<file path="config.mk">
export PLATFORM = sky130hd
export DESIGN_NAME = ascending_integer_sorter
export DESIGN_NICKNAME = d
export VERILOG_FILES = /design/src/hdl/ais_pkg.sv /design/src/hdl/ais_front.sv /design/src/hdl/ais_queue.sv /design/src/hdl/ais_back.sv /design/src/hdl/ascending_integer_sorter.sv
export SDC_FILE = /design/constraint.sdc
export NUM_CORES = 2
export LEC_CHECK = 0
export BUFFER_PORTS_ARGS = -buffer_cell sky130_fd_sc_hd__buf_4
export CORE_MARGIN = 2
export CORE_UTILIZATION = 45
export CTS_BUF_LIST = sky130_fd_sc_hd__clkbuf_8
export CTS_CLUSTER_SIZE = 10
export DETAILED_ROUTE_END_ITERATION = 8
export PLACE_DENSITY_LB_ADDON = 0.12
export SETUP_SLACK_MARGIN = 0.3
export SKIP_CTS_REPAIR_TIMING = 1
export SYNTH_ARGS = -nofsm -noshare
export SYNTH_HDL_FRONTEND = slang
export SYNTH_HIERARCHICAL = 1
export SYNTH_SLANG_ARGS = --single-unit
</file>
<file path="constraint.sdc">
create_clock -name clk -period 5.63 [get_ports clk]
set_clock_uncertainty 0.05 [all_clocks]
set_input_delay 1.4075 -clock clk [delete_from_list [all_inputs] [get_ports clk]]
set_output_delay 1.4075 -clock clk [all_outputs]
set_load 0.01 [all_outputs]
</file>
<file path="src/hdl/ais_pkg.sv">
// Shared types and constants for the ascending integer sorter.
// Used by ais_front, ais_queue, ais_back and ascending_integer_sorter.
package ais_pkg;

    localparam int VALUE_W       = 32;
    localparam int MAX_ITEMS_DEF = 16;
    localparam int QUEUE_DEPTH   = 2;

    typedef struct packed {
        logic signed [VALUE_W-1:0] value;
        logic                      keep;
        logic                      end_of_run;
        logic                      overflow;
    } ais_entry_t;

    typedef enum logic {
        AIS_LOAD,
        AIS_DRAIN
    } ais_state_t;

endpackage

</file>
<file path="src/hdl/ais_front.sv">
// Input stage of the sorter: accepts beats, counts the run, marks drops.
// Depends on ais_pkg.
module ais_front #(
    parameter int MAX_ITEMS = ais_pkg::MAX_ITEMS_DEF
) (
    input  logic                               clk,
    input  logic                               rst_n,
    input  logic                               in_valid,
    output logic                               in_stall,
    input  logic signed [ais_pkg::VALUE_W-1:0] value,
    input  logic                               end_of_run,
    input  logic                               q_full,
    output logic                               push,
    output ais_pkg::ais_entry_t                entry
);

    localparam int CW = $clog2(MAX_ITEMS + 1);

    logic [CW-1:0] count_reg;
    logic [CW-1:0] count_next;
    logic          dropped_reg;
    logic          dropped_next;
    logic          accepted;
    logic          keep;

    assign in_stall = q_full;
    assign accepted = in_valid && !q_full;
    assign keep     = count_reg < CW'(MAX_ITEMS);

    always_comb
    begin
        entry.value      = value;
        entry.keep       = keep;
        entry.end_of_run = end_of_run;
        entry.overflow   = dropped_reg || !keep;
        push             = accepted && (keep || end_of_run);
        count_next       = count_reg;
        dropped_next     = dropped_reg;
        if (accepted)
        begin
            if (end_of_run)
            begin
                count_next   = '0;
                dropped_next = 1'b0;
            end
            else if (keep)
            begin
                count_next = count_reg + CW'(1);
            end
            else
            begin
                dropped_next = 1'b1;
            end
        end
    end

    always_ff @(posedge clk or negedge rst_n)
    begin
        if (!rst_n)
        begin
            count_reg   <= '0;
            dropped_reg <= 1'b0;
        end
        else
        begin
            count_reg   <= count_next;
            dropped_reg <= dropped_next;
        end
    end

    a_count_bound: assert property (@(posedge clk) disable iff (!rst_n)
        count_reg <= CW'(MAX_ITEMS))
        else $error("run count beyond capacity");

    a_drop_only_full: assert property (@(posedge clk) disable iff (!rst_n)
        (accepted && !end_of_run && !keep) |=> dropped_reg)
        else $error("dropped beat not recorded");

    a_run_clear: assert property (@(posedge clk) disable iff (!rst_n)
        (accepted && end_of_run) |=> (count_reg == '0) && !dropped_reg)
        else $error("run state not cleared at end of run");

endmodule

</file>
<file path="src/hdl/ais_queue.sv">
// Short queue of classified entries between the input stage and the sort chain.
// Depends on ais_pkg.
module ais_queue (
    input  logic                clk,
    input  logic                rst_n,
    input  logic                push,
    input  ais_pkg::ais_entry_t push_entry,
    output logic                full,
    input  logic                pop,
    output logic                q_valid,
    output ais_pkg::ais_entry_t head
);

    localparam int PW = (ais_pkg::QUEUE_DEPTH > 1) ? $clog2(ais_pkg::QUEUE_DEPTH) : 1;
    localparam int NW = $clog2(ais_pkg::QUEUE_DEPTH + 1);

    ais_pkg::ais_entry_t slot_reg [ais_pkg::QUEUE_DEPTH];
    logic [PW-1:0] wr_ptr_reg;
    logic [PW-1:0] rd_ptr_reg;
    logic [NW-1:0] fill_reg;
    logic [NW-1:0] fill_next;
    logic          do_push;
    logic          do_pop;

    assign full    = fill_reg == NW'(ais_pkg::QUEUE_DEPTH);
    assign q_valid = fill_reg != '0;
    assign head    = slot_reg[rd_ptr_reg];
    assign do_push = push && !full;
    assign do_pop  = pop && q_valid;

    always_comb
    begin
        fill_next = fill_reg;
        case ({do_push, do_pop})
            2'b10:   fill_next = fill_reg + NW'(1);
            2'b01:   fill_next = fill_reg - NW'(1);
            default: fill_next = fill_reg;
        endcase
    end

    always_ff @(posedge clk)
    begin
        if (do_push)
        begin
            slot_reg[wr_ptr_reg] <= push_entry;
        end
    end

    always_ff @(posedge clk or negedge rst_n)
    begin
        if (!rst_n)
        begin
            wr_ptr_reg <= '0;
            rd_ptr_reg <= '0;
            fill_reg   <= '0;
        end
        else
        begin
            if (do_push)
            begin
                wr_ptr_reg <= (wr_ptr_reg == PW'(ais_pkg::QUEUE_DEPTH - 1)) ? '0
                                                                             : wr_ptr_reg + PW'(1);
            end
            if (do_pop)
            begin
                rd_ptr_reg <= (rd_ptr_reg == PW'(ais_pkg::QUEUE_DEPTH - 1)) ? '0
                                                                             : rd_ptr_reg + PW'(1);
            end
            fill_reg <= fill_next;
        end
    end

endmodule

</file>
<file path="src/hdl/ais_back.sv">
// Systolic insertion chain: inserts one entry a cycle, then shifts the run out
// in ascending order through an output register. Depends on ais_pkg.
module ais_back #(
    parameter int MAX_ITEMS = ais_pkg::MAX_ITEMS_DEF
) (
    input  logic                               clk,
    input  logic                               rst_n,
    input  logic                               q_valid,
    input  ais_pkg::ais_entry_t                head,
    output logic                               pop,
    output logic                               out_valid,
    input  logic                               out_stall,
    output logic signed [ais_pkg::VALUE_W-1:0] sorted_value,
    output logic                               last_result,
    output logic                               overflow
);

    localparam logic [MAX_ITEMS-1:0] ONE_V = {{(MAX_ITEMS-1){1'b0}}, 1'b1};

    ais_pkg::ais_state_t state_reg;
    ais_pkg::ais_state_t state_next;

    logic signed [ais_pkg::VALUE_W-1:0] cell_val_reg  [MAX_ITEMS];
    logic signed [ais_pkg::VALUE_W-1:0] cell_val_next [MAX_ITEMS];
    logic [MAX_ITEMS-1:0]               cell_vld_reg;
    logic [MAX_ITEMS-1:0]               cell_vld_next;
    logic [MAX_ITEMS-1:0]               gt;

    logic                               run_ovf_reg;
    logic                               run_ovf_next;
    logic                               out_valid_reg;
    logic                               out_valid_next;
    logic signed [ais_pkg::VALUE_W-1:0] sorted_value_reg;
    logic                               last_result_reg;
    logic                               overflow_reg;
    logic                               load_out;
    logic                               insert;

    assign out_valid    = out_valid_reg;
    assign sorted_value = sorted_value_reg;
    assign last_result  = last_result_reg;
    assign overflow     = overflow_reg;

    always_comb
    begin
        state_next     = state_reg;
        run_ovf_next   = run_ovf_reg;
        pop            = 1'b0;
        insert         = 1'b0;
        load_out       = 1'b0;
        out_valid_next = out_valid_reg && out_stall;
        case (state_reg)
            ais_pkg::AIS_LOAD:
            begin
                pop    = q_valid;
                insert = q_valid && head.keep;
                if (q_valid && head.end_of_run)
                begin
                    state_next   = ais_pkg::AIS_DRAIN;
                    run_ovf_next = head.overflow;
                end
            end
            ais_pkg::AIS_DRAIN:
            begin
                load_out = !out_valid_reg || !out_stall;
                if (load_out)
                begin
                    out_valid_next = 1'b1;
                    if (!cell_vld_reg[1])
                    begin
                        state_next = ais_pkg::AIS_LOAD;
                    end
                end
            end
            default:
            begin
                state_next = ais_pkg::AIS_LOAD;
            end
        endcase
    end

    always_comb
    begin
        for (int i = 0; i < MAX_ITEMS; i++)
        begin
            gt[i]            = !cell_vld_reg[i] || (cell_val_reg[i] > head.value);
            cell_val_next[i] = cell_val_reg[i];
        end
        cell_vld_next = cell_vld_reg;
        if (insert)
        begin
            cell_val_next[0] = gt[0] ? head.value : cell_val_reg[0];
            cell_vld_next[0] = 1'b1;
            for (int i = 1; i < MAX_ITEMS; i++)
            begin
                if (gt[i])
                begin
                    cell_val_next[i] = gt[i-1] ? cell_val_reg[i-1] : head.value;
                end
                cell_vld_next[i] = cell_vld_reg[i] || cell_vld_reg[i-1];
            end
        end
        else if (load_out)
        begin
            for (int i = 0; i < MAX_ITEMS - 1; i++)
            begin
                cell_val_next[i] = cell_val_reg[i+1];
            end
            cell_vld_next = cell_vld_reg >> 1;
        end
    end

    always_ff @(posedge clk)
    begin
        for (int i = 0; i < MAX_ITEMS; i++)
        begin
            cell_val_reg[i] <= cell_val_next[i];
        end
        if (load_out)
        begin
            sorted_value_reg <= cell_val_reg[0];
            last_result_reg  <= !cell_vld_reg[1];
            overflow_reg     <= run_ovf_reg;
        end
    end

    always_ff @(posedge clk or negedge rst_n)
    begin
        if (!rst_n)
        begin
            state_reg     <= ais_pkg::AIS_LOAD;
            cell_vld_reg  <= '0;
            run_ovf_reg   <= 1'b0;
            out_valid_reg <= 1'b0;
        end
        else
        begin
            state_reg     <= state_next;
            cell_vld_reg  <= cell_vld_next;
            run_ovf_reg   <= run_ovf_next;
            out_valid_reg <= out_valid_next;
        end
    end

    a_drain_nonempty: assert property (@(posedge clk) disable iff (!rst_n)
        (state_reg == ais_pkg::AIS_DRAIN) |-> cell_vld_reg[0])
        else $error("drain with empty chain");

    a_no_insert_full: assert property (@(posedge clk) disable iff (!rst_n)
        insert |-> !cell_vld_reg[MAX_ITEMS-1])
        else $error("insert into full chain");

    a_vld_packed: assert property (@(posedge clk) disable iff (!rst_n)
        (cell_vld_reg & (cell_vld_reg + ONE_V)) == '0)
        else $error("chain occupancy not contiguous");

    a_last_empties: assert property (@(posedge clk) disable iff (!rst_n)
        (load_out && !cell_vld_reg[1]) |=> (cell_vld_reg == '0))
        else $error("chain not empty after final result");

endmodule

</file>
<file path="src/hdl/ascending_integer_sorter.sv">
// Sorts runs of signed 32-bit values into ascending order. Depends on ais_pkg,
// ais_front, ais_queue and ais_back.
//
// Values arrive one beat per cycle while in_stall is low, with end_of_run on the
// final beat of a run. Up to MAX_ITEMS values of a run are kept; later ones are
// dropped and every result of that run has overflow set. Each kept value enters
// a systolic insertion chain of MAX_ITEMS cells, so a run loads at one beat per
// cycle while in_stall is low. After the end_of_run beat has reached the chain,
// the run leaves in ascending order at one result per cycle while out_stall is
// low, through an output register, with last_result on the largest. While the
// chain drains, a two-entry queue takes the first beats of the next run; after
// that the input stalls until the chain is empty. An accepted input beat is
// registered in the queue, then enters the chain from the head of the queue.
module ascending_integer_sorter #(
    parameter int MAX_ITEMS = ais_pkg::MAX_ITEMS_DEF
) (
    input  logic                               clk,
    input  logic                               rst_n,
    input  logic                               in_valid,
    output logic                               in_stall,
    input  logic signed [ais_pkg::VALUE_W-1:0] value,
    input  logic                               end_of_run,
    output logic                               out_valid,
    input  logic                               out_stall,
    output logic signed [ais_pkg::VALUE_W-1:0] sorted_value,
    output logic                               last_result,
    output logic                               overflow
);

    ais_pkg::ais_entry_t push_entry;
    ais_pkg::ais_entry_t head;
    logic                push;
    logic                q_full;
    logic                q_valid;
    logic                pop;

    ais_front #(
        .MAX_ITEMS (MAX_ITEMS)
    ) u_front (
        .clk        (clk),
        .rst_n      (rst_n),
        .in_valid   (in_valid),
        .in_stall   (in_stall),
        .value      (value),
        .end_of_run (end_of_run),
        .q_full     (q_full),
        .push       (push),
        .entry      (push_entry)
    );

    ais_queue u_queue (
        .clk        (clk),
        .rst_n      (rst_n),
        .push       (push),
        .push_entry (push_entry),
        .full       (q_full),
        .pop        (pop),
        .q_valid    (q_valid),
        .head       (head)
    );

    ais_back #(
        .MAX_ITEMS (MAX_ITEMS)
    ) u_back (
        .clk          (clk),
        .rst_n        (rst_n),
        .q_valid      (q_valid),
        .head         (head),
        .pop          (pop),
        .out_valid    (out_valid),
        .out_stall    (out_stall),
        .sorted_value (sorted_value),
        .last_result  (last_result),
        .overflow     (overflow)
    );

endmodule
</file>
# Word level (Yosys, flattened, before mapping)
# Memory sizes are Yosys's and may differ from the RTL's.
# Cells that the tools add are included.
# op_classes
n_addsub	5
order_cmp	17
eq_ne	4
muxes	54
n_bitwise	1
n_reduce_logical	68
# op_table
op	n
$mux W32	32
$mux W480	2
$gt A32 B32 Y1	16
$logic_or A1 B1 Y1	34
$mux W16	2
$logic_not A1 Y1	20
$mux W1	14
$mux W5	2
$reduce_bool A2 Y1	4
$logic_and A1 B1 Y1	7
$reduce_and A2 Y1	3
$add A5 B1 Y5 const B	1
$lt A5 B5 Y1 const B	1
$eq A2 B2 Y1 const B	2
$pmux W2 S2	1
$add A1 B1 Y1 const B	2
$add A2 B1 Y2 const B	1
$eq A2 B1 Y1 const B	1
$ne A2 B2 Y1 const B	1
$pmux W1 S2	1
$sub A2 B1 Y2 const B	1
$not A1 Y1	1
# totals
regBits	63
ramBits	582
output_inout_bits	36
memories	2
# memory_table
name	depth	word_bits	rd	rd_ports_with_merged_regs	write_ports	line	text
u_back.cell_val_reg	16	32	16	0	16	ais_back.sv:23	logic signed [ais_pkg::VALUE_W-1:0] cell_val_reg [MAX_ITEMS];
u_queue.slot_reg	2	35	1	0	1	ais_queue.sv:17	ais_pkg::ais_entry_t slot_reg [ais_pkg::QUEUE_DEPTH];

# Logic depth before layout (Yosys ltp)
# logic_depth
depth_word	7
ltp_mapped	16
ltp_nobuf	11

# By module
# Netlist, hierarchy kept.
# modules_own_cells
mod	n_inst	cells_each	area_each_um2
ais_back	1	3693	38837.2
ais_queue	1	127	2740.1
ais_front	1	69	638.1

# Worst setup path before layout
# OpenSTA, ideal clock, no wires.
# synth_path
path_type	reg2reg
start	register u_queue/rd_ptr_reg (netlist name)
end	memory u_back/cell_val_reg[1][224] (netlist bit), enable pin
setup_ps	461
arrival_ps	5027
slack_ps	92
stages_incl_launch_ff	13
cell_sequence	dfrtp_1 buf_6 buf_6 mux2_2 clkbuf_1 inv_1 ha_1 nand4_1 or3_1 o221a_2 o21ai_0 a2111oi_0 nor3_1
# synth_rtl
element	line
end, declared	ais_back.sv:23

==> metrics.txt <==
status complete, no violations; WHS Path Cells 0; vias in the first global route 29,383; share of cells above drive strength 1 0.114; gp weighted congestion ~0.86; hpwl dp around 84 mm; Bufs on Longest Clock Path 3; first-pass GRT wire length 171 mm; Max Cap Viol 0; Final Cycle Share 0.854; Final setup viols 0; Ports 73; CP endpoint kind flip-flop; die area slightly below 100,000 µm²; crit-path max cell delay ~650 ps; met3 Track Usage GR 0.0326; top cells by area, synth edfxtp_1, ha_1, mux2i_1; antenna violations before repair 1; Netlist cell types just under 80; Via density approximately 5.6; grt total ovfl 0; Vias around 30,000; FF+latch count, synth 645; Crit path arrival time 5300 ps; pin count of the biggest net entering global routing about 230; Data required, critical path 6120 ps; clock period minus worst slack a little under 5000 ps; CTS H-tree depth 4; die width approximately 310 µm; Iter 0 DRT Violations around 2,500; fin worst setup slack a little over 800 ps; number of enable flip-flop cells after synthesis just over 600; reg2reg setup slack between 800 and 900 ps; Yosys top cell by area edfxtp_1; Syn Area/Cell ~11 µm²; pre-CTS setup slack 861 ps; TritonCTS clock tree yes; Mapped Area 42,200 µm²; met1 usage 0.337; worst hold start u_back/run_ovf_reg$_DFFE_PN0P_; element type at the critical path start flip-flop; height of the die 310 µm; GRT Util Overall 0.230; Worst-Skew Late Latency about 800 ps; crit-path cells buf_4 > mux2_2 > inv_1 > ha_1 > nand4_1 > nor4_2 > nor3b_1 > a2111oi_2 > nor2_4 > buf_4 > mux2i_1 > o21ai_1; RR Startpoint u_queue/rd_ptr_reg$_DFFE_PN0P_; # fillers between 8,000 and 9,000; crit path launch u_queue/rd_ptr_reg$_DFFE_PN0P_; max FFs per register 512; final WL roughly 110 mm; Final #Nets 4,541; P&R area growth vs syn 10.4%; Worst-Margin Slew 1010 ps; reg-to-reg critical path endpoint u_back/cell_val_reg[0][149]$_DFFE_PP_; Initial Util 0.453; max_slew headroom 0.328; CP dominant cell by count buf_4; final hold vios 0; DRC errors left 0; CTS buffer count between 100 and 150; CTS Sinks around 650; Root Driver clkbuf_8; Post-DRT Antenna Nets 0; TritonRoute pass-1 iters 6; synth warn 6; Hold Path Class flip-flop to flip-flop; R2R cell count 12; IO buf count 72; Mapped Cells 3,889; clock slew at reported path FFs ~60 ps; DR WL/cell ~20 µm; Synth Flop Type edfxtp_1; RSZ-0062 raised after global routing no; Crit Path Max Fanout 19; Most Used Layer, Global Route met2; Pins Over Slew Limit 0; area share of the largest cell type after synthesis 0.438; f_max between 200 and 250 MHz; core area between 90,000 and 100,000 µm²; Synth Net Count around 4,400; worst setup path class flip-flop to flip-flop; CP max stage cell nor4_2; worst hold endpoint u_back/overflow$_DFFE_PP_; setup TNS 0 ps; # rows 112; Post-synth ARST share 0.0450; Seq/Total Area, Yosys 0.455; met2 Use GR 0.350
-- worst max-delay path by stage --
stage	cells after the start	slack (ps)	to
after floorplan	15	580	u_back/cell_val_reg[1][192]$_DFFE_PP_
after global placement	12	910	u_back/cell_val_reg[0][55]$_DFFE_PP_
after detailed placement	12	860	u_back/cell_val_reg[0][149]$_DFFE_PP_
after CTS	12	860	u_back/cell_val_reg[0][149]$_DFFE_PP_
after global routing	12	570	u_back/cell_val_reg[0][54]$_DFFE_PP_
final	12	820	u_back/cell_val_reg[0][149]$_DFFE_PP_
-- per-layer routing --
metal	part of all wire	vias up	wire length [µm]
li1	-	14894	-
met1	0.49	14179	53700
met2	0.44	769	48000
met3	0.049	172	5410
met4	0.026	0	2910
met5	0	-	0
-- layout by cell type (no fill, tap or decap), types with 13 or more instances in the layout --
cell / count
dfrtp_1: 29
o21ai_0: 90
ha_1: 514
edfxtp_1: 616
nand2_1: 642
inv_1: 123
clkinv_1: 21
o221ai_1: 14
mux2_1: 15
o211ai_1: 19
a21o_1: 53
buf_4: 193
nor2_4: 13
a21oi_1: 211
mux2i_1: 434
mux2_4: 18
a211oi_1: 25
o21ai_1: 451
nor2_1: 53
nand3_1: 52
clkinv_2: 13
nor3_1: 23
a32o_1: 13
mux2_2: 35
clkbuf_8: 133
nor2b_1: 19
nor4_1: 19
nand4_1: 105
-- cell usage after synthesis, types with 7 or more instances --
| cell | count |
|---|---|
| a211o_1 | 7 |
| a211oi_1 | 25 |
| a21o_1 | 53 |
| a21oi_1 | 211 |
| a221oi_1 | 10 |
| a32o_1 | 13 |
| and3_1 | 7 |
| buf_2 | 7 |
| buf_4 | 64 |
| buf_6 | 12 |
| clkbuf_1 | 139 |
| dfrtp_1 | 29 |
| edfxtp_1 | 616 |
| ha_1 | 514 |
| inv_1 | 74 |
| mux2_1 | 15 |
| mux2_2 | 35 |
| mux2_4 | 18 |
| mux2i_1 | 434 |
| nand2_1 | 643 |
| nand3_1 | 52 |
| nand4_1 | 105 |
| nor2_1 | 54 |
| nor2_4 | 12 |
| nor2b_1 | 19 |
| nor3_1 | 24 |
| nor4_1 | 19 |
| o211ai_1 | 19 |
| o21a_1 | 11 |
| o21ai_0 | 90 |
| o21ai_1 | 452 |
| o221ai_1 | 14 |
-- per-stage QoR --
stage	instance area [µm²]	util	std cells	hold slack (ps)
after CTS	46600	0.500	5346	398
after floorplan	42200	-	3889	369
after global placement	44200	0.474	5112	375
final	46600	0.500	5351	400
after global routing	46600	0.500	5350	426
after detailed placement	44200	0.474	5112	393
-- area by class of cell --
cell class | count | area [µm²] | area share
flip-flops and latches | 645 | 19200 | 0.413
inverters | 75 | 282 | 0.00604
repair buffers | 201 | 1610 | 0.0345
clock buffers | 133 | 1830 | 0.0393
multi-input cells | 2937 | 21500 | 0.462
clock inverters | 101 | 553 | 0.0119
well taps | 1254 | 1570 | 0.0337
diodes | 5 | 12.5 | 0.000269
-- cells by family after synthesis --
logic type,after synthesis,share of synthesized area
mux,502,0.123
compound gates,951,0.129
flops,645,0.455
fa+ha+maj,514,0.152
xor+xnor,5,0.00104
simple gates,965,0.103
buf+inv,307,0.0364
-- critical path, delay by kind of cell (launching register included) --
family | cells | cell delay, ps
simple gates | 4 | 1670
buf+inv | 3 | 1040
mux | 2 | 760
fa+ha+maj | 1 | 430
flops | 1 | 370
compound gates | 2 | 180
Power is left out: the tool's default activity adds up to more than one toggle a clock period on the data nets, which glitch-free logic cannot reach.
